[src/rtl/rcpi_pkg.sv]
// ============================================================================
// rcpi_pkg: shared types and constants for the ray/polyhedron clipper
// Holds the plane record, the divider cell record, opcodes, pick codes,
// register indexes and the controller state type.
// ============================================================================
package rcpi_pkg;

    // Fixed widths that follow from the Q16.16 operands
    localparam int QBITS = 32;          // Q16.16 word
    localparam int DW    = 49;          // magnitude of numerator / denominator
    localparam int QW    = 33;          // quotient bits produced by the divider
    localparam int SW    = 50;          // signed dot-product sum width

    localparam logic       OP_LOAD = 1'b0;
    localparam logic       OP_RAY  = 1'b1;

    localparam logic [1:0] PICK_NONE  = 2'd0;
    localparam logic [1:0] PICK_ENTER = 2'd1;
    localparam logic [1:0] PICK_EXIT  = 2'd2;

    localparam logic       REG_ACTIVE_PLANES = 1'b0;

    localparam logic signed [QBITS-1:0] Q_MAX = 32'sh7FFF_FFFF;
    localparam logic signed [QBITS-1:0] Q_MIN = 32'sh8000_0000;

    typedef enum logic [1:0] {
        ST_IDLE,
        ST_RUN,
        ST_FIN
    } state_t;

    // One bounding plane: n.p = d
    typedef struct packed {
        logic signed [QBITS-1:0] nx;
        logic signed [QBITS-1:0] ny;
        logic signed [QBITS-1:0] nz;
        logic signed [QBITS-1:0] d;
    } plane_t;

    // Record handed from one divider cell to the next
    typedef struct packed {
        logic                    live;
        logic                    last;
        logic                    den_neg;
        logic                    neg;
        logic                    ov;
        logic [DW-1:0]           rem;
        logic [QW-1:0]           lo;
        logic [QW-1:0]           q;
        logic [DW-1:0]           ud;
        logic signed [QBITS-1:0] nx;
        logic signed [QBITS-1:0] ny;
        logic signed [QBITS-1:0] nz;
    } div_t;

endpackage

[src/rtl/rcpi_plane_cell.sv]
// ============================================================================
// rcpi_plane_cell: one slot of the plane ring
// Holds one plane. It is written by a plane load or takes its neighbor's
// plane when the ring rotates.
// ============================================================================
module rcpi_plane_cell (
    input  logic            aclk,
    input  logic            load_en,
    input  rcpi_pkg::plane_t load_plane,
    input  logic            shift_en,
    input  rcpi_pkg::plane_t shift_in,
    output rcpi_pkg::plane_t cell_out
);

    rcpi_pkg::plane_t plane_reg;
    rcpi_pkg::plane_t plane_next;

    // A load and a rotation never happen in the same cycle.
    always_comb begin
        plane_next = plane_reg;
        if (load_en) begin
            plane_next = load_plane;
        end else if (shift_en) begin
            plane_next = shift_in;
        end
    end

    always_ff @(posedge aclk) begin
        plane_reg <= plane_next;
    end

    assign cell_out = plane_reg;

endmodule

[config.mk]
export PLATFORM = sky130hd
export DESIGN_NAME = rcpi_plane_cell
export DESIGN_NICKNAME = d
export VERILOG_FILES = /design/src/rtl/rcpi_pkg.sv /design/src/rtl/rcpi_plane_cell.sv
export SDC_FILE = /design/constraint.sdc
export NUM_CORES = 1
export LEC_CHECK = 0
export BUFFER_PORTS_ARGS = -buffer_cell sky130_fd_sc_hd__buf_2
export CAP_MARGIN = 20
export CORE_AREA = 2 2 151 153
export DETAILED_ROUTE_END_ITERATION = 10
export DIE_AREA = 0 0 153 155
export PLACE_DENSITY = 0.51
export SKIP_LAST_GASP = 1
export SYNTH_ARGS = -nofsm -noshare
export SYNTH_HDL_FRONTEND = slang
export SYNTH_SLANG_ARGS = --single-unit
[constraint.sdc]
create_clock -name aclk -period 3.4 [get_ports aclk]
set_input_delay 0.68 -clock aclk [delete_from_list [all_inputs] [get_ports aclk]]
set_output_delay 0.68 -clock aclk [all_outputs]
set_load 0.005 [all_outputs]
==> results.py <==
metrics = {
    "timing": {
        "report.final.slew_viol_count": 0,
        "fmax_mhz": 604.9,
        "max_slew_margin_pct": 53.48,
        "grt_setup_unrepaired": "false",
        "finalCriticalPeriod_ps": 1653,
        "min_period_over_period_pct": 48.62,
        "timing.final.ws_setup_ps": 1747,
        "setup_violations": 0,
        "tightestPinTransition_ps": 697.8,
        "final.setup.tns_ps": 0,
        "finalHoldViolations": 0,
    },
    "logic_synthesis": {
        "avgSynthCellArea_um2": 20.08,
        "synth_nets": 530,
        "synth_top_family_by_area": "multiplexers",
        "synth_adder_area_share_pct": 0,
        "synthCells": 271,
        "synth_top_area_cell": "edfxtp_1",
        "synth-compound-area-share_pct": 0,
        "yosysWarnings": 0,
        "synth_area_leaders": "edfxtp_1, mux2_2, buf_6",
        "ys_types": 5,
        "synth-seq-cells": 128,
        "synth-simple-area-share_pct": 0.1149,
        "muxShareOfSynthArea_pct": 26.48,
        "synth_xor_area_share_pct": 0,
        "ys_seq_area_share_pct": 70.62,
        "syn_area_um2": 5443,
        "yosysTopAreaCellShare_pct": 70.62,
    },
    "setup_path": {
        "crit_slowest_cell": "edfxtp_1",
        "cp.arrival_ps": 970,
        "critPathMaxFanout": 1,
        "endpoint_kind": "output port",
        "start_kind": "flip-flop",
        "cp_num_buf_inv": 1,
        "required_ps": 2720,
        "worstSetupPathType": "flip-flop to output port",
        "crit_path_max_incr_delay_ps": 410,
        "critPathTopFamily": "flip-flops",
        "path_cells": "buf_2",
    },
    "floorplanning": {
        "core_um2": 22230,
        "pin_count": 387,
        "initial_core_util_pct": 24.49,
        "dieWidth_um": 153,
        "die_area_um2": 23720,
        "die_y_um": 155,
        "rows": 55,
    },
    "clock_network": {
        "numCtsBuffers": 17,
        "cts_sinks": 128,
        "cts_buffer_depth": 2,
        "cts_tree": "built",
        "path_clk_slew_ps": 60,
        "ctsHoldBuffers": 0,
        "htreeDepth": 4,
        "cts-resized-gates": 0,
        "root_buffer": "clkbuf_16",
        "postCtsSetupRepairBufs": 0,
    },
    "drt": {
        "wl_met2_um": 8325,
        "wirelength_um": 15540,
        "wl_met1_um": 5650,
        "wire_per_inst_um": 16.12,
        "highest_layer": "met4",
        "first_pass_iters": 4,
        "viasPerCell": 4.103,
        "vias": 3955,
        "final_antenna_net_count": 0,
        "drt_drc_violations_left": 0,
        "wl_met3_um": 1298,
        "first_iter_violations": 144,
    },
    "layout": {
        "seq_area_um2": 3844,
        "fin_cells": 964,
        "layout_common_cells": "buf_2, mux2_2, edfxtp_1, clkbuf_16",
        "multiInputGateArea_um2": 1450,
        "n_fill_cell": 2166,
        "final_common_cell": "buf_2",
        "antenna_cells": 0,
        "synthToLayoutAreaGrowth_pct": 51.95,
        "drive_above_1_share_pct": 80.56,
        "largest_reg_flops": 128,
        "finalInstanceArea_um2": 8270,
        "nets": 925,
    },
    "placed_design": {
        "placed_area_um2": 7652,
        "place_inst": 932,
        "port_buffers": 386,
        "gp_congestion": 0.7933,
        "pre_cts_slack_ps": 1350,
        "hpwl_um": 11680,
    },
    "grt": {
        "grt_max_degree": 129,
        "grt_pass1_wl_um": 22990,
        "grt_util_all_layers_pct": 12.65,
        "antenna_found_initial": 0,
        "first_global_vias": 4376,
        "grt_overflow": 0,
    },
    "pwr": {
        "peakVddDrop_uv": 286.0,
        "p_per_area_nw_per_um2": 538.2,
        "p_leak_nw": 3.652,
    },
    "run": {
        "cap_violations": 0,
    },
    "min_path": {
        "hp-class": "input pin to flip-flop",
    },
    "run_status": {
        "run_status": "finished, final reports clean",
    },
}
-- where the power goes --
group / internal (mW) / switching (mW) / leakage (nW)
Combinational: 0.325 / 0.235 / 2.06
Sequential: 1.94 / 0.0431 / 1.30
Clock: 1.22 / 0.687 / 0.290
-- logic make-up after synthesis --
group	after synthesis
mux	128
flops	128
buf+inv	14
simple gates	1
-- worst paths after layout --
kind | endpoint | start | slack [ps] | cells after the start
worst max-delay path | cell_out[106] | cell_out[106] | 1750 | 1
worst min-delay path | cell_out[109] | load_plane[109] | 570 | 2
-- area by class of cell --
class	instances	area share, %
Clock buffer	17	5.144
Clock inverter	15	2.330
Multi-Input combinational cell	129	17.53
Sequential cell	128	46.48
Tap cell	285	4.312
Timing Repair Buffer	390	24.21
-- per-layer routing --
layer  vias up  track usage [%]
met4         0            5.159
met1      1857            13.05
met2       217            23.28
met5         -                0
li1       1866                -
met3        15            4.596
-- metrics by stage --
stage	hold WS, ps	util, %	power [mW]
5_1_grt	547.2	37.21	4.651
4_1_cts	540.0	37.21	4.537
6_report	572.9	37.21	4.451
2_1_floorplan	899.8	-	2.228
3_3_place_gp	980.6	34.43	2.575
3_5_place_dp	984.9	34.43	2.587
-- synth_stat cells, drive strengths merged --
cell type    n
buf         14
edfxtp     128
mux2       128
or2          1
(Power assumes the default switching activity.)
