`src/rtl/rcpi_pkg.sv`:
```
// ============================================================================
// rcpi_pkg: shared types and constants for the ray/polyhedron clipper
// Holds the plane record, the divider cell record, opcodes, pick codes,
// register indexes and the controller state type.
// ============================================================================
package rcpi_pkg;

    // Fixed widths that follow from the Q16.16 operands
    localparam int QBITS = 32;          // Q16.16 word
    localparam int DW    = 49;          // magnitude of numerator / denominator
    localparam int QW    = 33;          // quotient bits produced by the divider
    localparam int SW    = 50;          // signed dot-product sum width

    localparam logic       OP_LOAD = 1'b0;
    localparam logic       OP_RAY  = 1'b1;

    localparam logic [1:0] PICK_NONE  = 2'd0;
    localparam logic [1:0] PICK_ENTER = 2'd1;
    localparam logic [1:0] PICK_EXIT  = 2'd2;

    localparam logic       REG_ACTIVE_PLANES = 1'b0;

    localparam logic signed [QBITS-1:0] Q_MAX = 32'sh7FFF_FFFF;
    localparam logic signed [QBITS-1:0] Q_MIN = 32'sh8000_0000;

    typedef enum logic [1:0] {
        ST_IDLE,
        ST_RUN,
        ST_FIN
    } state_t;

    // One bounding plane: n.p = d
    typedef struct packed {
        logic signed [QBITS-1:0] nx;
        logic signed [QBITS-1:0] ny;
        logic signed [QBITS-1:0] nz;
        logic signed [QBITS-1:0] d;
    } plane_t;

    // Record handed from one divider cell to the next
    typedef struct packed {
        logic                    live;
        logic                    last;
        logic                    den_neg;
        logic                    neg;
        logic                    ov;
        logic [DW-1:0]           rem;
        logic [QW-1:0]           lo;
        logic [QW-1:0]           q;
        logic [DW-1:0]           ud;
        logic signed [QBITS-1:0] nx;
        logic signed [QBITS-1:0] ny;
        logic signed [QBITS-1:0] nz;
    } div_t;

endpackage

```
`src/rtl/rcpi_div_cell.sv`:
```
// ============================================================================
// rcpi_div_cell: one step of the restoring divider chain
// Produces one quotient bit per cell and passes the partial remainder and
// the plane data on to the next cell.
// ============================================================================
module rcpi_div_cell (
    input  logic          aclk,
    input  logic          aresetn,
    input  rcpi_pkg::div_t cell_in,
    output rcpi_pkg::div_t cell_out
);

    localparam int DW = rcpi_pkg::DW;
    localparam int QW = rcpi_pkg::QW;

    rcpi_pkg::div_t cell_reg;
    rcpi_pkg::div_t cell_next;
    logic [DW:0]    trial;
    logic [DW:0]    diff;
    logic           ge;

    // Shift in the next dividend bit and subtract the divisor if it fits.
    always_comb begin
        trial          = {cell_in.rem, cell_in.lo[QW-1]};
        diff           = trial - {1'b0, cell_in.ud};
        ge             = (trial >= {1'b0, cell_in.ud});
        cell_next      = cell_in;
        cell_next.rem  = ge ? diff[DW-1:0] : trial[DW-1:0];
        cell_next.lo   = {cell_in.lo[QW-2:0], 1'b0};
        cell_next.q    = {cell_in.q[QW-2:0], ge};
    end

    always_ff @(posedge aclk) begin
        if (!aresetn) begin
            cell_reg.live <= 1'b0;
            cell_reg.last <= 1'b0;
        end else begin
            cell_reg <= cell_next;
        end
    end

    assign cell_out = cell_reg;

endmodule

```
`config.mk`:
```
export PLATFORM = sky130hd
export DESIGN_NAME = rcpi_div_cell
export DESIGN_NICKNAME = d
export VERILOG_FILES = /design/src/rtl/rcpi_pkg.sv /design/src/rtl/rcpi_div_cell.sv
export SDC_FILE = /design/constraint.sdc
export NUM_CORES = 1
export LEC_CHECK = 0
export ABC_CLOCK_PERIOD_IN_PS = 8800
export BUFFER_PORTS_ARGS = -buffer_cell sky130_fd_sc_hd__buf_4
export CORE_AREA = 2 2 205 207
export CTS_BUF_LIST = sky130_fd_sc_hd__clkbuf_4 sky130_fd_sc_hd__clkbuf_8
export CTS_CLUSTER_DIAMETER = 40
export CTS_CLUSTER_SIZE = 10
export DETAILED_ROUTE_END_ITERATION = 7
export DIE_AREA = 0 0 207 209
export SLEW_MARGIN = 20
export SYNTH_ARGS = -nofsm -noshare
export SYNTH_HDL_FRONTEND = slang
export SYNTH_SLANG_ARGS = --single-unit
```
`constraint.sdc`:
```
create_clock -name aclk -period 8.8 [get_ports aclk]
set_input_delay 1.76 -clock aclk [delete_from_list [all_inputs] [get_ports aclk]]
set_output_delay 1.76 -clock aclk [all_outputs]
set_load 0.02 [all_outputs]
```
==> results.cfg <==
[synthesis]
seq_area_frac_synth = 0.661
syn_inst = 852
yosys_warnings = 0
postSynth.asyncResetShare = 0
syn-mean-instance-area_um2 = 14.0
netlist_area_um2 = 12000
postSynthNetCount = 1169
synth_edf_count = 262
synth_ff_type = edfxtp_1
synth_seq_cells = 264
synth_cell_type_count = 63

[detailed_routing]
drc = 0
routed_wl_um = 45300
vias = 9437
drt_iter0_markers = 638
antenna_left = 0
dr.pass1.iters = 5
viasPerCell = 4.77
routedWlPerCell_um = 22.9

[cts]
cts_root_buffer = clkbuf_8
cts.repair.resized = 0
cts_tree = done
cts_hold_buffers = 0
clk_pin_slew_ns = 0.07
cts_buffer_depth = 3
post_cts_buffers = 0
numClockSinks = 264
htreeDepth = 2
cts_made_buffers = 49

[sta]
fmax_ghz = 0.174
hold_viol = 0
rsz0062_at_grt = false
setup_violations = 0
final-max-slew-violation-count = 0
setup_tns_ns = 0
period_minus_slack_ns = 5.76
tightest_slew_ns = 0.998
max_slew_margin = 0.334
period_share = 0.654
whs_ns = 1.31

[setup_path]
crit_fanout = 33
cp.arrival_ns = 6.11
crit_path_end_kind = register
slowest_delay_ns = 0.62
cp_top_family = compound AO/OA/AOI/OAI gates
path_buf_inv = 5
crit_chain = buf_4, inv_1, ha_1, inv_1, fa_1, a211oi_2, o21bai_1, a211o_1, a2111oi_4, o221ai_2, o211ai_4, and2_1, buf_4, inv_4, mux2_4
cpMaxStageDelayCell = a2111oi_4
crit_cells = 15
crit_path_start_kind = input pin
cp_data_required_time_ns = 9.15
critical_path_class = input pin to register

[floorplanning]
dieArea_um2 = 43300
ios = 532
core.rowCount = 75
start_util = 0.290
core_um2 = 41300
die_w_um = 207
die-height_um = 209

[grt]
antenna_found_initial = 7
overflow = 0
grt_pass1_vias = 9538
track_usage = 0.202
grt_start_max_net_pins = 148
grt_first_pass_wirelength_um = 64000

[run]
maxCapViolations = 0

[placement]
post_dp_cell_area_um2 = 16500
dp_cells = 1892
dp_hpwl_um = 35500
gp_congestion = 0.855
io_buffer_count = 529

[power_and_ir_drop]
swShare = 0.297
internal_power_w = 0.00259
power.switching_w = 0.00109
powerDensity_nw_per_um2 = 209
p_clk_frac = 0.357
p_leak_nw = 7.60
p_seq_frac = 0.424
irDropWorstVdd_mv = 0.123
combPwrFrac = 0.219

[layout]
layout_commonest_cell = buf_4
postLayoutCellArea_um2 = 17600
areaGrowthSynthToFinish_pct = 46.9
layout.cells.non_filler = 1980
drive_gt1_frac = 0.459
largest_reg_flops = 264
diodes = 0
final_cell_mix = buf_4 (531), edfxtp_1 (262), inv_1 (64), a21oi_1 (58)
fin_nets = 1721

[min_path]
hold_class = input pin to register
min_from = cell_in[74]
hold_depth = 1
holdPathEnd = cell_out[74]$_DFFE_PP_

[status]
status = completed
==> how the worst max path moves through the flow <==
stage | start | end | slack, ns
floorplan | cell_in[210] | cell_out[219]$_DFFE_PP_ | 3.79
global placement | cell_in[210] | cell_out[236]$_DFFE_PP_ | 2.48
detailed placement | cell_in[210] | cell_out[249]$_DFFE_PP_ | 2.47
CTS | cell_in[210] | cell_out[253]$_DFFE_PP_ | 3.12
global route | cell_in[210] | cell_out[249]$_DFFE_PP_ | 2.95
finish | cell_in[210] | cell_out[253]$_DFFE_PP_ | 3.04
==> metrics by stage <==
stage	worst slack (ns)	total power, W	util
floorplan	3.79	0.00199	-
global placement	2.48	0.00239	0.400
detailed placement	2.47	0.00240	0.400
CTS	3.12	0.00373	0.426
global route	2.95	0.00384	0.426
finish	3.04	0.00368	0.426
==> cells in the mapped netlist (all sizes together), types with 3 or more instances <==
master	number	area [um^2]
a211oi	5	42.5
a21boi	9	67.6
a21o	25	188
a21oi	58	290
a31oi	3	18.8
and2	6	37.5
and3	7	43.8
and3b	3	26.3
and4	5	43.8
buf	6	57.6
clkbuf	26	97.6
edfxtp	262	7870
ha	49	613
inv	65	246
mux2	34	488
nand2	41	154
nand3	30	150
nand4	12	75.1
nor2	28	105
nor2b	9	56.3
nor3	12	60.1
nor3b	5	37.5
o211ai	4	43.8
o21a	12	90.1
o21ai	40	200
o21bai	10	75.1
o31ai	9	67.6
or2	4	25.0
or3	3	18.8
xnor2	21	184
xor2	13	114
==> final cells by class <==
| type | instances | area [um^2] |
|---|---|---|
| Clock buffer | 50 | 682 |
| Clock inverter | 38 | 393 |
| Fill cell | 3929 | 23700 |
| Inverter | 65 | 246 |
| Multi-Input combinational cell | 491 | 3650 |
| Sequential cell | 264 | 7910 |
| Tap cell | 539 | 674 |
| Timing Repair Buffer | 533 | 4020 |
==> kinds of logic after synthesis <==
family	after synthesis	synth area share
other	1	0.000314
AOI/OAI and AO/OA	199	0.111
adders and majority gates	50	0.0529
and+or+nand+nor	172	0.0746
xor gates and xnor gates	34	0.0249
buffers and inverters	97	0.0336
DFF	264	0.661
muxes	35	0.0416
==> metal layers <==
layer,vias up,global-route usage,share of wire
met1,4557,0.241,0.40
met5,-,0,0.0020
met3,76,0.0690,0.085
met2,437,0.343,0.49
met4,14,0.0653,0.025
li1,4353,-,-
==> power by group through the flow <==
| stage | sequential, W | combinational [W] | clock (W) |
|---|---|---|---|
| finish | 0.00156 | 0.000807 | 0.00131 |
| global route | 0.00157 | 0.000861 | 0.00141 |
| CTS | 0.00156 | 0.000818 | 0.00136 |
| detailed placement | 0.00158 | 0.000814 | 0 |
| global placement | 0.00158 | 0.000808 | 0 |
| floorplan | 0.00173 | 0.000260 | 0 |
Power figures use the tool's default switching activity.
